### config.mk
export PLATFORM = sky130hd
export DESIGN_NAME = ifx_ram
export DESIGN_NICKNAME = d
export VERILOG_FILES = /design/src/design/ifx_ram.sv
export SDC_FILE = /design/constraint.sdc
export NUM_CORES = 1
export LEC_CHECK = 0
export BUFFER_PORTS_ARGS = -buffer_cell sky130_fd_sc_hd__buf_2
export CAP_MARGIN = 25
export CORE_MARGIN = 4
export CORE_UTILIZATION = 58
export DETAILED_ROUTE_END_ITERATION = 16
export PLACE_DENSITY_LB_ADDON = 0.1
export SLEW_MARGIN = 15
export SYNTH_ARGS = -nofsm -noshare
export SYNTH_HDL_FRONTEND = slang
export SYNTH_SLANG_ARGS = --single-unit
### constraint.sdc
create_clock -name i_clk -period 3.5 [get_ports i_clk]
set_clock_uncertainty 0.15 [all_clocks]
set_input_delay 0.35 -clock i_clk [delete_from_list [all_inputs] [get_ports i_clk]]
set_output_delay 0.35 -clock i_clk [all_outputs]
set_load 0.02 [all_outputs]
### src/design/ifx_ram.sv
// Generic single-write, single-read RAM with registered read data.
// No dependencies.
`default_nettype none

module ifx_ram #(
    parameter int WIDTH = 8,
    parameter int DEPTH = 32
) (
    input  wire logic                     i_clk,
    input  wire logic                     i_we,
    input  wire logic [$clog2(DEPTH)-1:0] i_waddr,
    input  wire logic [WIDTH-1:0]         i_wdata,
    input  wire logic [$clog2(DEPTH)-1:0] i_raddr,
    output      logic [WIDTH-1:0]         o_rdata
);

    logic [WIDTH-1:0] r_mem [DEPTH];
    logic [WIDTH-1:0] r_rdata;

    always_ff @(posedge i_clk) begin
        if (i_we) begin
            r_mem[i_waddr] <= i_wdata;
        end
        r_rdata <= r_mem[i_raddr];
    end

    assign o_rdata = r_rdata;

endmodule

`default_nettype wire

== Word-level counts from Yosys, hierarchy flattened ==
Memory sizes are Yosys's and may differ from the RTL's. A register that Yosys moved wholly into a read port is not among the register bits.
Cells that the tools add are included.

* Multiplexer cells: 2

{| class="wikitable"
|+ Operators with widths
! operator !! count
|-
| 2-to-1 mux 1 bit || 2
|}

* Bits in registers: 0
* Memory bits (writable): 256
* Input port bits: 20
* Output and inout port bits: 8
* Memories kept: 1

{| class="wikitable"
|+ Memory list
! name !! words !! bits a word !! read ports !! clocked after memory_dff !! write ports !! RTL line !! RTL
|-
| r_mem || 32 || 8 || 1 || 1 || 1 || 17 || <nowiki>logic [WIDTH-1:0] r_mem [DEPTH];</nowiki>
|}

== Logic depth before layout (Yosys ltp) ==
* Depth after elaboration: 2
* Mapped depth: 5
* Depth with buffers taken out: 3

== Worst setup path after synthesis ==
Ideal clock, no wire load.

* Path kind: input to register
* Start point: in i_raddr[2]
* End point: reg r_rdata[0], in the netlist o_rdata[0] (read register of r_mem)
* Library setup time: 121 ps
* Arrival time: 2032 ps
* Data required time: 3229 ps
* Path slack: 1198 ps
* Stages on the path: 5
* Cell sequence: clkbuf_1 > clkbuf_1 > mux4_2 > mux4_2 > mux2_2

{| class="wikitable"
|+ RTL lines
! item !! RTL line !! RTL
|-
| start, declared || 13 || <nowiki>input wire logic [$clog2(DEPTH)-1:0] i_raddr,</nowiki>
|-
| end, declared || 18 || <nowiki>logic [WIDTH-1:0] r_rdata;</nowiki>
|}

==> results.toml <==
[power]
p_per_area_nw_per_um2 = 579
leakage_nw = 3.51
peakVddDrop_uv = 429

[finish]
nets = 476
final_common_cell = "edfxtp_1"
fill_cells = 1068
drive_gt1_frac = 0.342
layout_common_cells = "edfxtp_1, mux4_2, nor2_1, clkbuf_16, buf_2"
fin_cells = 694
antennaDiodeCount = 0
areaGrowthSynthToFinish_pct = 11.8

[place]
place_inst = 648
place.gp.congestion = 0.772
io_buffers = 27
dpl.hpwl_mm = 11.9

[setup_path]
crit_type = "input port to flop"
r2r_start = "r_mem[13][3]$_DFFE_PP_"
required_ns = 3.76
reg2reg_setup_slack_ns = 1.55
worstSetupEndpointType = "flop"
ff2ff_path_depth = 3
arrival_ns = 2.46
worstSetupStartpointType = "input port"
critical_path.startpoint = "i_raddr[0]"
worstPathMaxFanout = 24
r2r_end = "o_rdata[3]$_DFF_P_"

[hold_path]
min_path_cells = 2
hold_start = "i_raddr[3]"
whs_endpoint = "o_rdata[5]$_DFF_P_"
hold_path_class = "input port to flop"

[logic_synthesis]
synth_top_area_share = 0.765
syn_area_um2 = 10100
synth.area.top_cells = "edfxtp_1, mux4_2, dfxtp_1, nor2_1, mux2_2"
synth_warnings = 0
ys_ff_latch = 264
postSynthCellCount = 417
synth_compound_area_frac = 0
synth_top_area_cell = "edfxtp_1"
synthesis.area_per_instance_um2 = 24.1
synth_mux_area_frac = 0.188
synthesis.nets = 437
synthAdderAreaFrac = 0
synth_top_family_by_area = "multiplexers"
ys_types = 15
yosysSeqAreaShare = 0.781
synth_xor_area_frac = 0
synthSimpleGateAreaFrac = 0.0207

[timing]
finalSetupTns_ns = 0
worst_pin_slew_ns = 0.850
fin_crit_sh = 0.626
setup-violations-final = 0
slew_viol_final = 0
slew_headroom = 0.431
achievable-frequency_mhz = 456
rsz0062_at_grt = "no"
holdWs_ns = 0.147
hold_viol = 0
post-route-min-period_ns = 2.19

[floorplan]
num_rows = 47
die_x_um = 140
io_pins = 28
core_um2 = 16800
die-area_um2 = 19500
start_util = 0.600
die_h_um = 140

[cts]
cts_max_path_buffers = 3
ctsRootBufferMaster = "clkbuf_16"
numCtsBuffers = 26
cts_setup_buffers = 0
cts_resized = 0
clk_transition_reported_paths_ns = 0.06
insertion_delay_ns = 0.52
clock_sinks = 264
htree_levels = 1
cts_tree = "yes"
cts_hold_buffers = 0

[drt]
drtIter0Drc = 474
vias = 4443
first_pass_iters = 4
avgViaCountPerCell = 6.40
drc = 0
wirelength_mm = 19.3
ant_nets = 0
wl_per_cell_um = 27.9

[global_route]
top_usage_layer = "met1"
antenna_found_initial = 0
met3_usage = 0.0292
grt_pass1_vias = 4488
grt_util_met2 = 0.293
grt_max_degree = 65
track_usage = 0.204
grt_pass1_wl_mm = 29.4
met1_usage = 0.341
overflow = 0

[flow_run]
drv_cap = 0

[outcome]
status = "complete, no violations"
==> stage by stage <==
stage	cell area, um^2	util	total power [mW]	worst slack (ns)
2_1_floorplan	10100	-	3.79	1.20
3_3_place_gp	10400	0.622	3.93	0.710
3_5_place_dp	10400	0.622	3.94	0.713
4_1_cts	11200	0.671	6.55	1.26
5_1_grt	11200	0.671	6.72	1.20
6_report	11200	0.671	6.51	1.31
==> sequential cells by signal, indices dropped and copies added (netlist names) <==
name / flops
r_mem: 256
o_rdata: 8
==> critical path: stages <==
cell    delay [ns]
buf_4         0.42
buf_4         0.31
mux4_2        0.52
mux4_2        0.54
mux2_2        0.29
==> worst max-delay path by stage <==
stage | endpoint | slack [ns] | depth (start not counted)
floorplan | o_rdata[0]$_DFF_P_ | 1.20 | 5
CTS | o_rdata[3]$_DFF_P_ | 1.26 | 5
finish | o_rdata[3]$_DFF_P_ | 1.31 | 5
detailed placement | o_rdata[3]$_DFF_P_ | 0.71 | 5
global route | o_rdata[3]$_DFF_P_ | 1.20 | 5
global placement | o_rdata[3]$_DFF_P_ | 0.71 | 5
==> synth_stat cells <==
cell	count
clkbuf_1	6
edfxtp_1	256
or3b_2	3
mux2_2	8
buf_1	6
buf_4	6
nand3b_1	5
nand3_1	2
nor2_1	33
buf_6	1
dfxtp_1	8
mux4_2	80
buf_2	1
nand2_1	1
or3_1	1
==> cell families (layout without fill, tap and decap cells) <==
group / after synthesis / count (layout)
DFF: 264 / 264
muxes: 88 / 88
and+or+nand+nor: 45 / 45
buffers and inverters: 20 / 77
==> metal layers <==
| layer | wire length (um) | vias up |
|---|---|---|
| met3 | 1380 | 29 |
| met2 | 8850 | 203 |
| met1 | 8660 | 2355 |
| met4 | 465 | 0 |
| li1 | - | 1856 |
| met5 | 0 | - |
==> power by group <==
part	leakage [nW]	internal, mW	switching, mW
Combinational	0.733	0.143	0.193
Sequential	2.37	3.52	0.0159
Clock	0.408	1.54	1.10
Total	3.51	5.20	1.31
==> layout make-up <==
type | instances | area [um^2] | share of cell area
multi-input combinational | 133 | 2100 | 0.187
clock buffer | 34 | 732 | 0.0651
clock inverter | 12 | 85.1 | 0.00757
sequential | 264 | 7850 | 0.698
tap | 220 | 275 | 0.0245
timing repair buffer | 31 | 205 | 0.0182
Note: power is estimated with default switching activity, not from simulation.
