<file path="src/design/ifx_div.sv">
// Restoring unsigned divider, one quotient bit per cycle.
// Depends on nothing but its parameters.
`default_nettype none

module ifx_div #(
    parameter int NUM_WIDTH = 64,
    parameter int DEN_WIDTH = 48
) (
    input  wire logic                 i_clk,
    input  wire logic                 i_rst_n,
    input  wire logic                 i_start,
    input  wire logic [NUM_WIDTH-1:0] i_num,
    input  wire logic [DEN_WIDTH-1:0] i_den,
    output      logic                 o_done,
    output      logic [NUM_WIDTH-1:0] o_quot
);

    localparam int CNTW = $clog2(NUM_WIDTH + 1);

    logic [NUM_WIDTH-1:0] r_n;
    logic [DEN_WIDTH-1:0] r_den;
    logic [DEN_WIDTH-1:0] r_rem;
    logic [CNTW-1:0]      r_cnt;
    logic                 r_run;
    logic                 r_done;
    logic [DEN_WIDTH:0]   w_trial;
    logic                 w_ge;
    logic [DEN_WIDTH:0]   w_diff;

    assign w_trial = {r_rem, r_n[NUM_WIDTH-1]};
    assign w_ge    = w_trial >= {1'b0, r_den};
    assign w_diff  = w_trial - {1'b0, r_den};

    always_ff @(posedge i_clk) begin
        if (!i_rst_n) begin
            r_run  <= 1'b0;
            r_done <= 1'b0;
            r_cnt  <= '0;
        end else begin
            r_done <= 1'b0;
            if (i_start) begin
                r_run <= 1'b1;
                r_cnt <= CNTW'(NUM_WIDTH);
            end else if (r_run) begin
                r_cnt <= r_cnt - CNTW'(1);
                if (r_cnt == CNTW'(1)) begin
                    r_run  <= 1'b0;
                    r_done <= 1'b1;
                end
            end
        end
    end

    // numerator bits leave at the top, quotient bits enter at the bottom
    always_ff @(posedge i_clk) begin
        if (i_start) begin
            r_n   <= i_num;
            r_den <= i_den;
            r_rem <= '0;
        end else if (r_run) begin
            r_n   <= {r_n[NUM_WIDTH-2:0], w_ge};
            r_rem <= w_ge ? w_diff[DEN_WIDTH-1:0] : w_trial[DEN_WIDTH-1:0];
        end
    end

    assign o_done = r_done;
    assign o_quot = r_n;

endmodule

`default_nettype wire

</file>
<file path="config.mk">
export PLATFORM = sky130hd
export DESIGN_NAME = ifx_div
export DESIGN_NICKNAME = d
export VERILOG_FILES = /design/src/design/ifx_div.sv
export SDC_FILE = /design/constraint.sdc
export NUM_CORES = 1
export LEC_CHECK = 0
export BUFFER_PORTS_ARGS = -buffer_cell sky130_fd_sc_hd__buf_2
export CAP_MARGIN = 10
export CORE_MARGIN = 3
export CORE_UTILIZATION = 50
export DETAILED_ROUTE_END_ITERATION = 12
export PLACE_DENSITY = 0.76
export SETUP_SLACK_MARGIN = 0.3
export SLEW_MARGIN = 0
export SYNTH_ARGS = -nofsm -noshare
export SYNTH_HDL_FRONTEND = slang
export SYNTH_SLANG_ARGS = --single-unit
</file>
<file path="constraint.sdc">
create_clock -name i_clk -period 2.6 [get_ports i_clk]
set_clock_uncertainty 0.1 [all_clocks]
set_input_delay 0 -clock i_clk [delete_from_list [all_inputs] [get_ports i_clk]]
set_output_delay 0 -clock i_clk [all_outputs]
set_load 0.02 [all_outputs]
</file>
[Word level (Yosys, flattened, before mapping)]
Index checks and enable logic that the tools add are counted.
Storage, ports and cells
  output and inout port bits: 65
  register bits: 169
  word-level logic and storage cells: 25
Cells by class
  bitwise operators: 2
  add/subtract/negate cells: 2
  eq/ne operators: 1
  mux-type cells: 9
  reductions and logical operators: 3
  magnitude comparators: 1
Operators with widths (count)
  $mux 64: 2
  $ge 49x48->1: 1
  $mux 48: 1
  $sub 48x48->48: 1
  $mux 7: 2
  $eq 7x1->1 const B: 1
  $sub 7x1->7 const B: 1
  $mux 1: 4
  $reduce_or 3->1: 1
  $not 1->1: 2
  $reduce_bool 2->1: 1
  $reduce_or 2->1: 1

[Logic depth before layout (Yosys ltp)]
  depth after elaboration: 4
  gate-level depth with buffers: 14
  gate-level depth less buffers: 12

[Least setup slack after synthesis]
No wires, ideal clock.
  path type: register to register
  start: register r_n[63] (netlist: o_quot[63])
  end: register r_rem[42]
  arrival: 2871 ps
  data required time: 2431 ps
  cell stages (with the launch flop): 13
  slack: -440 ps
  setup time: 69 ps
  path through: edfxtp_1 -> inv_1 -> ha_1 -> fa_1 -> and2b_1 -> o21bai_4 -> a211o_1 -> a211oi_2 -> o21ai_2 -> o31ai_4 -> nand2_1 -> mux2_1 -> o21ai_1
On the way
  longest elaborated chain between the ends: 2
Ends and longest elaborated chain
  start, declared: line 20  | logic [NUM_WIDTH-1:0] r_n;
  start signal, assigned: line 57  | r_n <= i_num;
  start signal, assigned: line 61  | r_n <= {r_n[NUM_WIDTH-2:0], w_ge};
  $sub 48x48->48 or $ge 49x48->1 (tied branches): line 32, 31
  $mux 48 (*): line 62  | r_rem <= w_ge ? w_diff[DEN_WIDTH-1:0] : w_trial[DEN_WIDTH-1:0];
  end signal, assigned: line 62
  end, declared: line 22  | logic [DEN_WIDTH-1:0] r_rem;
Every way passes the cells marked *; elsewhere a longest branch is shown, timed or not.
A chain may end at the register's enable or synchronous reset.

[Worst setup path in the final report]
  start: register r_den[5]
  end: register r_rem[42]
On the way
  longest elaborated chain between the ends: 2
Ends and longest elaborated chain
  start, declared: line 21  | logic [DEN_WIDTH-1:0] r_den;
  start signal, assigned: line 58  | r_den <= i_den;
  $sub 48x48->48 or $ge 49x48->1 (tied branches): line 32, 31
  $mux 48 (*): line 62
Marks and branches as above.

==> results.txt <==
----------------------------------------------------
[Run status]
  Status ... finished with violations
  Violated checks ... negative setup slack

[Place]
  Final GP Congestion ... roughly 0.95
  Port buffer count ... 179
  Post-Place Cells ... around 1500
  Worst slack, placed ... -449.1 ps
  Total half-perimeter wirelength after legalization and detailed placement ... ~19000 um

[Setup path]
  Required time of the critical path ... 2830 ps
  Termination of the worst setup path ... r_rem[42]$_SDFFE_PP0P_
  Kind of end point of the critical path ... flip-flop
  Data arrival time at the worst-slack endpoint ... about 3400 ps
  Capture instance of the worst register-to-register path ... r_rem[42]$_SDFFE_PP0P_
  Worst Setup Start Kind ... flip-flop
  Critical path launch point ... r_den[5]$_DFFE_PP_
  Worst setup slack for register-to-register paths ... -600 ps
  Critical R2R Launch ... r_den[5]$_DFFE_PP_
  Worst Setup Path Type ... flip-flop to flip-flop
  R2r worst-path depth ... 13
  Largest fanout on the critical path ... 5

[Detailed routing]
  Amount of wire on met3 after detailed routing ... between 3000 and 4000 um
  DRC errors left ... 0
  Vias ... between 10000 and 15000
  Met2 wire length ... approximately 18000 um
  Via/cell ratio ... around 6
  Average routed wire per standard cell ... approximately 21 um
  Number of iterations in the first detailed-routing pass ... 6
  Top layer reached by signal wires ... met4
  DRT iter0 DRCs ... between 900 and 1000
  Final wirelength ... ~36000 um
  Sum of routed wire segments on met1 ... about 13000 um
  Count of antenna-violating nets left after detailed routing ... 0

[Logic synthesis]
  Count of different cell masters after synthesis ... slightly below 70
  Yosys Warn Count ... 0
  Share of the synthesized area in the top cell type ... 0.3434
  Gate count after technology mapping ... ~950
  Cells taking the most area after synthesis ... sky130_fd_sc_hd__edfxtp_1 (34%), sky130_fd_sc_hd__dfxtp_1 (12%), sky130_fd_sc_hd__mux2_2 (7.6%)
  Async set-reset flop share out of synthesis ... 0
  Synth area leader ... sky130_fd_sc_hd__edfxtp_1
  Sequential-to-total area share from yosys stat ... 0.4599
  Most used standard cells in the synthesized netlist ... sky130_fd_sc_hd__edfxtp_1 (112), sky130_fd_sc_hd__nand2_1 (82), sky130_fd_sc_hd__nor2_1 (78)
  Total of flip-flops plus latches after synthesis ... ~170
  Number of enable-type register cells in the synthesized netlist ... around 110
  Netlist area before placement ... 9793 sq um
  Average instance area after synthesis ... 10.36 sq um
  Net count of the mapped netlist ... between 1000 and 1500
  Flip-flop cell with the highest count after synthesis ... sky130_fd_sc_hd__edfxtp_1
  Cell with the most instances after synthesis ... sky130_fd_sc_hd__edfxtp_1

[Floorplanning]
  DIE HEIGHT ... 146.0 um
  Floorplan die area ... 21300 sq um
  Site Rows ... 50
  Total core area ... between 15000 and 20000 sq um
  Starting density of the core ... 0.5166
  Top-Level Pins ... 180
  Die W ... around 150 um

[Final layout]
  # fillers ... approximately 970
  Area occupied by multi-input gates ... about 5600 sq um
  Sequential cell area in the final layout ... approximately 4500 sq um
  Final standard cell utilization of the core ... 0.8028
  Syn-to-layout area delta ... 55.40%
  Layout net count ... 1595
  Share of post-route cells with drive strength above 1 ... 0.4480
  Final standard cell count with taps included and fillers excluded ... 1703

[Clocking]
  H-tree depth reported by CTS ... 4
  Cell at the root of the clock tree ... sky130_fd_sc_hd__clkbuf_16
  Clock tree from TritonCTS ... built
  Clock sink count ... roughly 170
  Clock insertion delay at the later pin of the skew report ... 460 ps
  Clock buffer depth ... 2
  Clock transition at the registers of the reported paths ... ~80 ps
  Num CTS Buffers ... 17

[STA]
  Post-route setup slack ... -595.6 ps
  Share of the clock period used by the worst path ... 1.229
  Count of endpoints failing setup in the final report ... 49
  Tightest hold margin ... around 160 ps
  Setup repair after global routing missed its margin ... yes
  Minimum clock period ... about 3200 ps
  Maximum frequency from static timing analysis ... approximately 310 MHz
  Max Slew Vio Count ... 0
  Transition time at the pin with the least slew margin ... slightly below 900 ps
  Number of hold violations in the final report ... 0
  Relative slew margins ... 0.4059
  Fin Setup TNS ... -22430 ps

[Flow run]
  Max capacitance violation total ... 0

[Power and ir drop]
  Leakage component of the power ... approximately 6.6 nW
  Max VDD drop ... about 0.54 mV
  Pwr Density ... between 600 and 700 nW/um^2

[Global routing]
  Initial antenna violation count ... 1
  Largest net degree at the start of global routing ... 92
  All-Layer GR Usage ... 0.2912
  Wire length of the first global-routing pass ... about 51000 um
  Number of global-route vias before repair ... approximately 10000
  Global route total overflow ... 0

[Hold path]
  Hold/Removal Path Class ... input port to flip-flop

----------------------------------------------------
==> layout by cell type (no fill, tap or decap), types with 16 or more instances in the layout <==
master                          synthesis  routed
sky130_fd_sc_hd__xor2_1                20      20
sky130_fd_sc_hd__ha_1                  50      32
sky130_fd_sc_hd__buf_4                  0     189
sky130_fd_sc_hd__buf_2                 11     178
sky130_fd_sc_hd__buf_6                  6      20
sky130_fd_sc_hd__a21oi_1               64      49
sky130_fd_sc_hd__mux2_2                66      65
sky130_fd_sc_hd__clkbuf_16              0      17
sky130_fd_sc_hd__a211oi_1              38      29
sky130_fd_sc_hd__dfxtp_1               57      55
sky130_fd_sc_hd__edfxtp_1             112     112
sky130_fd_sc_hd__nor2_1                78      75
sky130_fd_sc_hd__inv_1                 64      54
sky130_fd_sc_hd__a21o_1                28      28
sky130_fd_sc_hd__xnor2_1               27      24
sky130_fd_sc_hd__mux2i_1               27      23
sky130_fd_sc_hd__dlygate4sd3_1          0     114
sky130_fd_sc_hd__a21oi_2                3      16
sky130_fd_sc_hd__nand2_1               82      73
==> report_power, final <==
part | internal, mW | leakage [nW] | switching (mW)
sequential | 3.14 | 1.58 | 0.166
clock | 1.32 | 0.297 | 1.36
combinational | 1.55 | 4.71 | 1.67
==> flip-flops by register name, indices dropped and copies added, names as in the netlist <==
| name | count |
|---|---|
| r_cnt | 7 |
| r_den | 48 |
| o_done | 1 |
| o_quot | 64 |
| r_run | 1 |
| r_rem | 48 |
==> layer usage <==
metal  up-vias  track usage
met1      4792       0.3470
li1       4421            -
met3       197      0.06727
met2       689       0.5099
met5         -            0
met4         0       0.1144
==> timing repair <==
action / CTS / global route
gates cloned: 5 / 0
endpoints found under the setup margin: 49 / 49
setup buffers: 17 / 14
hold buffers: 114 / 0
pin swaps: 37 / 45
gates resized for setup: 79 / 101
hold endpoints to repair: 123 / 0
==> through the flow <==
stage,power (mW),area (sq um)
6_report,9.209,15220
5_1_grt,9.516,15220
4_1_cts,8.692,14570
3_5_place_dp,5.672,12240
3_3_place_gp,5.625,12240
2_1_floorplan,4.743,9867
==> logic make-up after synthesis <==
logic type      Yosys count  share of synthesized area
flops                   169                     0.4599
xor+xnor                 47                    0.04203
compound gates          244                     0.1708
fa+ha+maj                51                    0.06593
mux                      96                     0.1077
buf+inv                 111                    0.04855
simple gates            227                     0.1050
==> cell type report <==
cell class / count / share of cell area
Inverter: 64 / 0.01603
Multi-Input combinational cell: 665 / 0.3682
Antenna cell: 1 / 0.0001644
Timing Repair Buffer: 512 / 0.2573
Clock inverter: 15 / 0.01283
Sequential cell: 169 / 0.2961
Tap cell: 260 / 0.02138
Clock buffer: 17 / 0.02795
==> worst min path at each step <==
stage | from | endpoint | depth (start not counted)
global placement | i_den[47] | r_den[47]$_DFFE_PP_ | 1
CTS | i_den[2] | r_den[2]$_DFFE_PP_ | 2
floorplan | i_den[0] | r_den[0]$_DFFE_PP_ | 0
global route | i_den[13] | r_den[13]$_DFFE_PP_ | 2
finish | i_den[8] | r_den[8]$_DFFE_PP_ | 2
detailed placement | i_den[30] | r_den[30]$_DFFE_PP_ | 1
==> critical path, stage by stage, from the launching register on <==
cell                       delay, ps
sky130_fd_sc_hd__edfxtp_1        380
sky130_fd_sc_hd__inv_1            80
sky130_fd_sc_hd__ha_2            310
sky130_fd_sc_hd__nand4_1         250
sky130_fd_sc_hd__o22ai_2         180
sky130_fd_sc_hd__nor4_4          360
sky130_fd_sc_hd__nor2_2           80
sky130_fd_sc_hd__a21oi_2         350
sky130_fd_sc_hd__o31ai_4         130
sky130_fd_sc_hd__buf_6           180
sky130_fd_sc_hd__buf_4           130
sky130_fd_sc_hd__mux2_4          300
sky130_fd_sc_hd__a22oi_2         140
sky130_fd_sc_hd__o21ai_1         100
Power figures use the tool's default switching activity.
