**config.mk**
```make
export PLATFORM = sky130hd
export DESIGN_NAME = ifx_mul
export DESIGN_NICKNAME = d
export VERILOG_FILES = /design/src/design/ifx_pkg.sv /design/src/design/ifx_mul.sv
export SDC_FILE = /design/constraint.sdc
export NUM_CORES = 2
export LEC_CHECK = 0
export BUFFER_PORTS_ARGS = -buffer_cell sky130_fd_sc_hd__buf_2
export CAP_MARGIN = 20
export CORE_ASPECT_RATIO = 0.75
export CORE_MARGIN = 2
export CORE_UTILIZATION = 55
export DETAILED_ROUTE_END_ITERATION = 12
export PLACE_DENSITY_LB_ADDON = 0.3
export SLEW_MARGIN = 40
export SYNTH_ARGS = -nofsm -noshare
export SYNTH_HDL_FRONTEND = slang
export SYNTH_SLANG_ARGS = --single-unit
```
**constraint.sdc**
```tcl
create_clock -name i_clk -period 9.7 [get_ports i_clk]
set_input_delay 2.91 -clock i_clk [delete_from_list [all_inputs] [get_ports i_clk]]
set_output_delay 2.91 -clock i_clk [all_outputs]
set_load 0.05 [all_outputs]
```
**src/design/ifx_pkg.sv**
```systemverilog
// Shared constants, codes and helper functions for the infix expression evaluator.
// Used by ifx_if, ifx_mul and the top level; depends on nothing.
`default_nettype none

package ifx_pkg;

    localparam int STACK_DEPTH_DEF     = 32;
    localparam int VALUE_WIDTH_DEF     = 48;
    localparam int FRACTION_BITS_DEF   = 16;
    localparam int MAX_FRAC_DIGITS_DEF = 6;

    // multiplier chunk and width of the largest power of ten (1e9)
    localparam int MUL_CHUNK   = 16;
    localparam int POW10_WIDTH = 30;

    localparam logic [7:0] CH_0      = 8'h30;
    localparam logic [7:0] CH_9      = 8'h39;
    localparam logic [7:0] CH_POINT  = 8'h2E;
    localparam logic [7:0] CH_PLUS   = 8'h2B;
    localparam logic [7:0] CH_MINUS  = 8'h2D;
    localparam logic [7:0] CH_STAR   = 8'h2A;
    localparam logic [7:0] CH_SLASH  = 8'h2F;
    localparam logic [7:0] CH_LROUND = 8'h28;
    localparam logic [7:0] CH_RROUND = 8'h29;
    localparam logic [7:0] CH_LCURLY = 8'h7B;
    localparam logic [7:0] CH_RCURLY = 8'h7D;
    localparam logic [7:0] CH_LSQR   = 8'h5B;
    localparam logic [7:0] CH_RSQR   = 8'h5D;

    typedef enum logic [2:0] {
        OP_ADD    = 3'd0,
        OP_SUB    = 3'd1,
        OP_MUL    = 3'd2,
        OP_DIV    = 3'd3,
        OP_ROUND  = 3'd4,
        OP_CURLY  = 3'd5,
        OP_SQUARE = 3'd6
    } t_op;

    typedef enum logic [1:0] {
        BR_ROUND  = 2'd0,
        BR_CURLY  = 2'd1,
        BR_SQUARE = 2'd2
    } t_br;

    typedef enum logic [1:0] {
        ST_OK        = 2'd0,
        ST_BRACKET   = 2'd1,
        ST_DIV_ZERO  = 2'd2,
        ST_MALFORMED = 2'd3
    } t_status;

    // 10^n, capped at 10^9
    function automatic logic [POW10_WIDTH-1:0] pow10(input logic [3:0] n);
        logic [POW10_WIDTH-1:0] p;
        case (n)
            4'd0:    p = POW10_WIDTH'(1);
            4'd1:    p = POW10_WIDTH'(10);
            4'd2:    p = POW10_WIDTH'(100);
            4'd3:    p = POW10_WIDTH'(1000);
            4'd4:    p = POW10_WIDTH'(10000);
            4'd5:    p = POW10_WIDTH'(100000);
            4'd6:    p = POW10_WIDTH'(1000000);
            4'd7:    p = POW10_WIDTH'(10000000);
            4'd8:    p = POW10_WIDTH'(100000000);
            default: p = POW10_WIDTH'(1000000000);
        endcase
        return p;
    endfunction

endpackage

`default_nettype wire

```
**src/design/ifx_mul.sv**
```systemverilog
// Multi-cycle unsigned multiplier, one MUL_CHUNK-bit digit of the multiplier per cycle.
// Depends on ifx_pkg.
`default_nettype none

module ifx_mul #(
    parameter int VALUE_WIDTH = ifx_pkg::VALUE_WIDTH_DEF
) (
    input  wire logic                       i_clk,
    input  wire logic                       i_rst_n,
    input  wire logic                       i_start,
    input  wire logic [VALUE_WIDTH-1:0]     i_a,
    input  wire logic [VALUE_WIDTH-1:0]     i_b,
    output      logic                       o_done,
    output      logic [2*VALUE_WIDTH-1:0]   o_prod
);

    localparam int CK   = ifx_pkg::MUL_CHUNK;
    localparam int NCH  = (VALUE_WIDTH + CK - 1) / CK;
    localparam int BW   = NCH * CK;
    localparam int CNTW = $clog2(NCH + 1);
    localparam int PW   = 2 * VALUE_WIDTH;

    logic [VALUE_WIDTH-1:0]    r_a;
    logic [BW-1:0]             r_b;
    logic [PW-1:0]             r_p;
    logic [CNTW-1:0]           r_cnt;
    logic                      r_run;
    logic                      r_done;
    logic [VALUE_WIDTH+CK-1:0] w_pp;

    assign w_pp = r_a * r_b[BW-1 -: CK];

    always_ff @(posedge i_clk) begin
        if (!i_rst_n) begin
            r_run  <= 1'b0;
            r_done <= 1'b0;
            r_cnt  <= '0;
        end else begin
            r_done <= 1'b0;
            if (i_start) begin
                r_run <= 1'b1;
                r_cnt <= CNTW'(NCH);
            end else if (r_run) begin
                r_cnt <= r_cnt - CNTW'(1);
                if (r_cnt == CNTW'(1)) begin
                    r_run  <= 1'b0;
                    r_done <= 1'b1;
                end
            end
        end
    end

    always_ff @(posedge i_clk) begin
        if (i_start) begin
            r_a <= i_a;
            r_b <= BW'(i_b);
            r_p <= '0;
        end else if (r_run) begin
            r_p <= (r_p << CK) + PW'(w_pp);
            r_b <= r_b << CK;
        end
    end

    assign o_done = r_done;
    assign o_prod = r_p;

endmodule

`default_nettype wire

```
# [Word-level counts from Yosys, hierarchy flattened]
# Cells that the tools add are included.
[op_classes] add_sub_neg=2 n_mul=1 n_eq_ne=1 n_mux=8 bitwise_logic=2 n_reduce_logical=2
[op_table] op="$add 96x64->96" n=1
[op_table] op="$mux 48" n=2
[op_table] op="$mul 48x16->64" n=1
[op_table] op="$mux 1" n=4
[op_table] op="$mux 2" n=2
[op_table] op="$reduce_or 3->1" n=1
[op_table] op="$eq 2x1->1 const B" n=1
[op_table] op="$not 1->1" n=2
[op_table] op="$reduce_bool 2->1" n=1
[op_table] op="$sub 2x1->2 const B" n=1
[word_totals] ff_bits=196 in_bits=99 out_inout_bits=97 wordCells=22

# [Logic depth before layout (Yosys ltp)]
[depth] depth_word=4 depth_mapped=27 depth_no_buf=23

# [Worst setup path before layout]
# Ideal clock, no wire load.
[synth_path] path_kind="register to register" from="register r_b[33]" to="register r_p[86] (netlist: o_prod[86])" t_arrival_ns=6.396 path_slack_ns=3.187 path_stages_with_launch=27 path_buffers=4 path_cell_list="edfxtp_1 -> clkbuf_1 -> clkbuf_1 -> nand2_1 -> fa_1 -> inv_1 -> fa_1 -> inv_1 -> fa_1 -> inv_1 -> fa_1 -> fa_1 -> inv_1 -> fa_1 -> inv_1 -> ha_1 -> a21oi_1 -> nor2b_1 -> o21ai_0 -> a21o_1 -> o211ai_1 -> nand3_2 -> a211oi_4 -> buf_2 -> buf_2 -> o21ai_0 -> o2111a_1"
[synth_via] elab_chain_cells=2
[synth_rtl] element="from (decl)" line="ifx_mul.sv:24" text="logic [BW-1:0] r_b;"
[synth_rtl] element="from (signal assigned)" line="ifx_mul.sv:56" text="r_b <= BW'(i_b);"
[synth_rtl] element="from (signal assigned)" line="ifx_mul.sv:60" text="r_b <= r_b << CK;"
[synth_rtl] element="$mul 48x16->64" line="ifx_mul.sv:31" text="assign w_pp = r_a * r_b[BW-1 -: CK];"
[synth_rtl] element="$add 96x64->96" line="ifx_mul.sv:59" text="r_p <= (r_p << CK) + PW'(w_pp);"
[synth_rtl] element="to (signal assigned)" line="ifx_mul.sv:59"
[synth_rtl] element="to (decl)" line="ifx_mul.sv:25" text="logic [PW-1:0] r_p;"
# No other way between the ends.
# A chain may end at the register's enable or synchronous reset.

# [Worst setup path after layout]
[layout_path] from="register r_b[39]" to="register r_p[43] (netlist: o_prod[43])"
# The elaborated chain is that of the path after synthesis.

==> impl_metrics.ini <==
[final_layout]
final_core_util_pct = 59.4
drive_gt1_share_pct = 8.35
syn2layout_area_growth_pct = 6.47
layout_commonest_cell = inv_1
final_cell_mix = 926 x inv_1, 690 x fa_1, 621 x nand2_1
nets = 4795

[global_route]
grt_max_degree = 69
grt_util_all_layers_pct = 32.0
grt_pass1_wl_um = 154000
antenna_found_initial = 2
grt_pass1_vias = 26800
grt_overflow = 0

[clocking]
worstSkewPairLatency_ns = 0.51
hold_buffers = 0
cts-root-buf = clkbuf_16
cts_max_level = 4
cts_tree = yes
cts_buffers = 17
clock_sinks = 196
cts_max_path_buffers = 2
cts-resized-gates = 0
postCtsSetupRepairBufs = 0
cts.clk_slew.worst_paths_ns = 0.08

[place]
gp_congestion = 1.00
port_buffers = 195
dp_hpwl_um = 76000

[setup_path]
rr_worst_depth = 23
worstSetupPathType = flop to flop
r2r_end = o_prod[43]$_SDFFE_PP0P_
endpoint = o_prod[43]$_SDFFE_PP0P_
setup.worst_path.start = r_b[39]$_DFFE_PP_
worstPathCellList = buf_12, nand2_1, fa_1, inv_1, fa_1, inv_1, fa_1, inv_1, fa_1, fa_1, inv_1, fa_1, inv_1, ha_1, a21oi_1, o211ai_1, a21oi_1, o22ai_1, a21oi_1, nand2_1, a21oi_1, xor2_1, a211oi_1
crit_required_ns = 10.06
path_buf_inv = 6
r2r_start = r_b[39]$_DFFE_PP_
critPathLaunchType = flop
crit_top_cell = fa_1
cp.depth = 23
worstSetupEndpointType = flop
crit_fanout = 35
critical_path.top_delay_family = adder cells
cp_data_arrival_time_ns = 8.07
slowest_stage = edfxtp_1
worst-r2r-setup-slack_ns = 1.99
critPathMaxStageDelay_ns = 0.96

[drt]
drcViolationCount = 0
vias = 26200
wl_per_cell_um = 20.6
via_per_inst = 5.61
ant_nets = 0
drt_iter0_drc = 2503
firstDrtPassIters = 6
routed_wirelength_um = 96400

[logic_synthesis]
ys_ff_latch = 196
async_reset_ff_share_pct = 0
avgSynthCellArea_um2 = 8.93
synth-main-ff-cell = dfxtp_1
synth-edff-count = 96
syn_area_um2 = 33900
netlist_instances = 3790
yosysUniqueCellTypes = 76
synthesis.nets = 4732
ys_warn_count = 0
yosysSeqAreaShare_pct = 14.4

[worst_hold_path]
hold_path.class = flop to flop

[sta]
slew_headroom_pct = 37.7
fmax_mhz = 130
rsz0062_at_grt = no
finClkSkew_ns = 0.0220
drv_slew = 0
worstMarginPinSlew_ns = 0.934
fin_tns_setup_ns = 0
min_period_over_period_pct = 79.4
hold_viol = 0
fin_crit_ns = 7.71
setup_viol = 0

[floorplan]
fp.dieW_um = 291
start_util_pct = 55.8
core_um2 = 60700
die_area_um2 = 63600
rows = 78
die_y_um = 219
ios = 196

[run_status]
status = finished clean

[run]
timing.max_cap.violations = 0
==> stage by stage <==
stage	setup slack, ns	area (µm²)	instances	hold slack [ns]
6_report	1.99	36100	4668	0.487
5_1_grt	1.71	36000	4666	0.515
4_1_cts	2.03	36000	4661	0.493
3_5_place_dp	2.03	35400	4629	0.472
3_3_place_gp	2.19	35400	4626	0.472
2_1_floorplan	3.19	33900	3790	0.525
==> layout make-up <==
type                            instances  area, µm²
Antenna cell                            2       5.00
Clock buffer                           18        429
Clock inverter                         14        121
Fill cell                            5353      24600
Inverter                              927       3480
Multi-Input combinational cell       2479      24800
Sequential cell                       196       4890
Tap cell                              800       1000
Timing Repair Buffer                  232       1340
==> registers in the layout, summed over array words and instances, names as in the netlist <==
name	flops
r_cnt	2
r_run	1
r_b	48
o_done	1
o_prod	96
r_a	48
==> metal layers <==
layer	up-vias	share of wire, %	global-route usage [%]
met1	13200	43	47.5
met2	1422	41	45.4
met5	-	0	0
met3	114	13	10.5
li1	11500	-	-
met4	0	2.0	7.29
==> tightest hold or removal path: stages (launching register included) <==
cell and delay [ns]:
dfxtp_1 0.33, a21oi_1 0.06, nand3_1 0.07
==> worst min path at each step <==
stage                             from                 endpoint  slack, ns  depth (start not counted)
5_1_grt        o_prod[83]$_SDFFE_PP0P_  o_prod[83]$_SDFFE_PP0P_       0.52                          2
3_3_place_gp   o_prod[83]$_SDFFE_PP0P_  o_prod[83]$_SDFFE_PP0P_       0.47                          2
2_1_floorplan     r_b[0]$_SDFFCE_PN0P_        r_b[16]$_DFFE_PP_       0.52                          1
6_report       o_prod[89]$_SDFFE_PP0P_  o_prod[89]$_SDFFE_PP0P_       0.49                          2
4_1_cts        o_prod[89]$_SDFFE_PP0P_  o_prod[89]$_SDFFE_PP0P_       0.49                          2
3_5_place_dp   o_prod[89]$_SDFFE_PP0P_  o_prod[89]$_SDFFE_PP0P_       0.47                          2
==> cell families (layout without fill, tap and decap cells) <==
group	count (synthesis)	in the layout	share of synthesized area, %
XOR/XNOR	51	51	1.32
adder cells (fa/ha/maj)	843	843	46.4
AO/OA/AOI/OAI	331	331	6.69
AND/OR/NAND/NOR	1185	1185	16.6
buffers and inverters	1115	1191	12.4
multiplexers	69	69	2.16
flip-flops	196	196	14.4
other	0	2	0
==> Yosys cell counts (39+ instances only) <==
| library cell | instances | area share, % |
|---|---|---|
| clkbuf_1 | 167 | 1.9 |
| a21oi_1 | 95 | 1.4 |
| edfxtp_1 | 96 | 8.5 |
| nor2_1 | 95 | 1.1 |
| nand2_1 | 621 | 6.9 |
| o21ai_0 | 56 | 0.83 |
| nand3_1 | 39 | 0.58 |
| and2_1 | 279 | 5.2 |
| ha_1 | 153 | 5.7 |
| a21o_1 | 45 | 1.0 |
| inv_1 | 926 | 10 |
| dfxtp_1 | 100 | 5.9 |
| fa_1 | 690 | 41 |
Power is left out: the tool's default activity adds up to more than one toggle a clock period on the data nets, which glitch-free logic cannot reach.
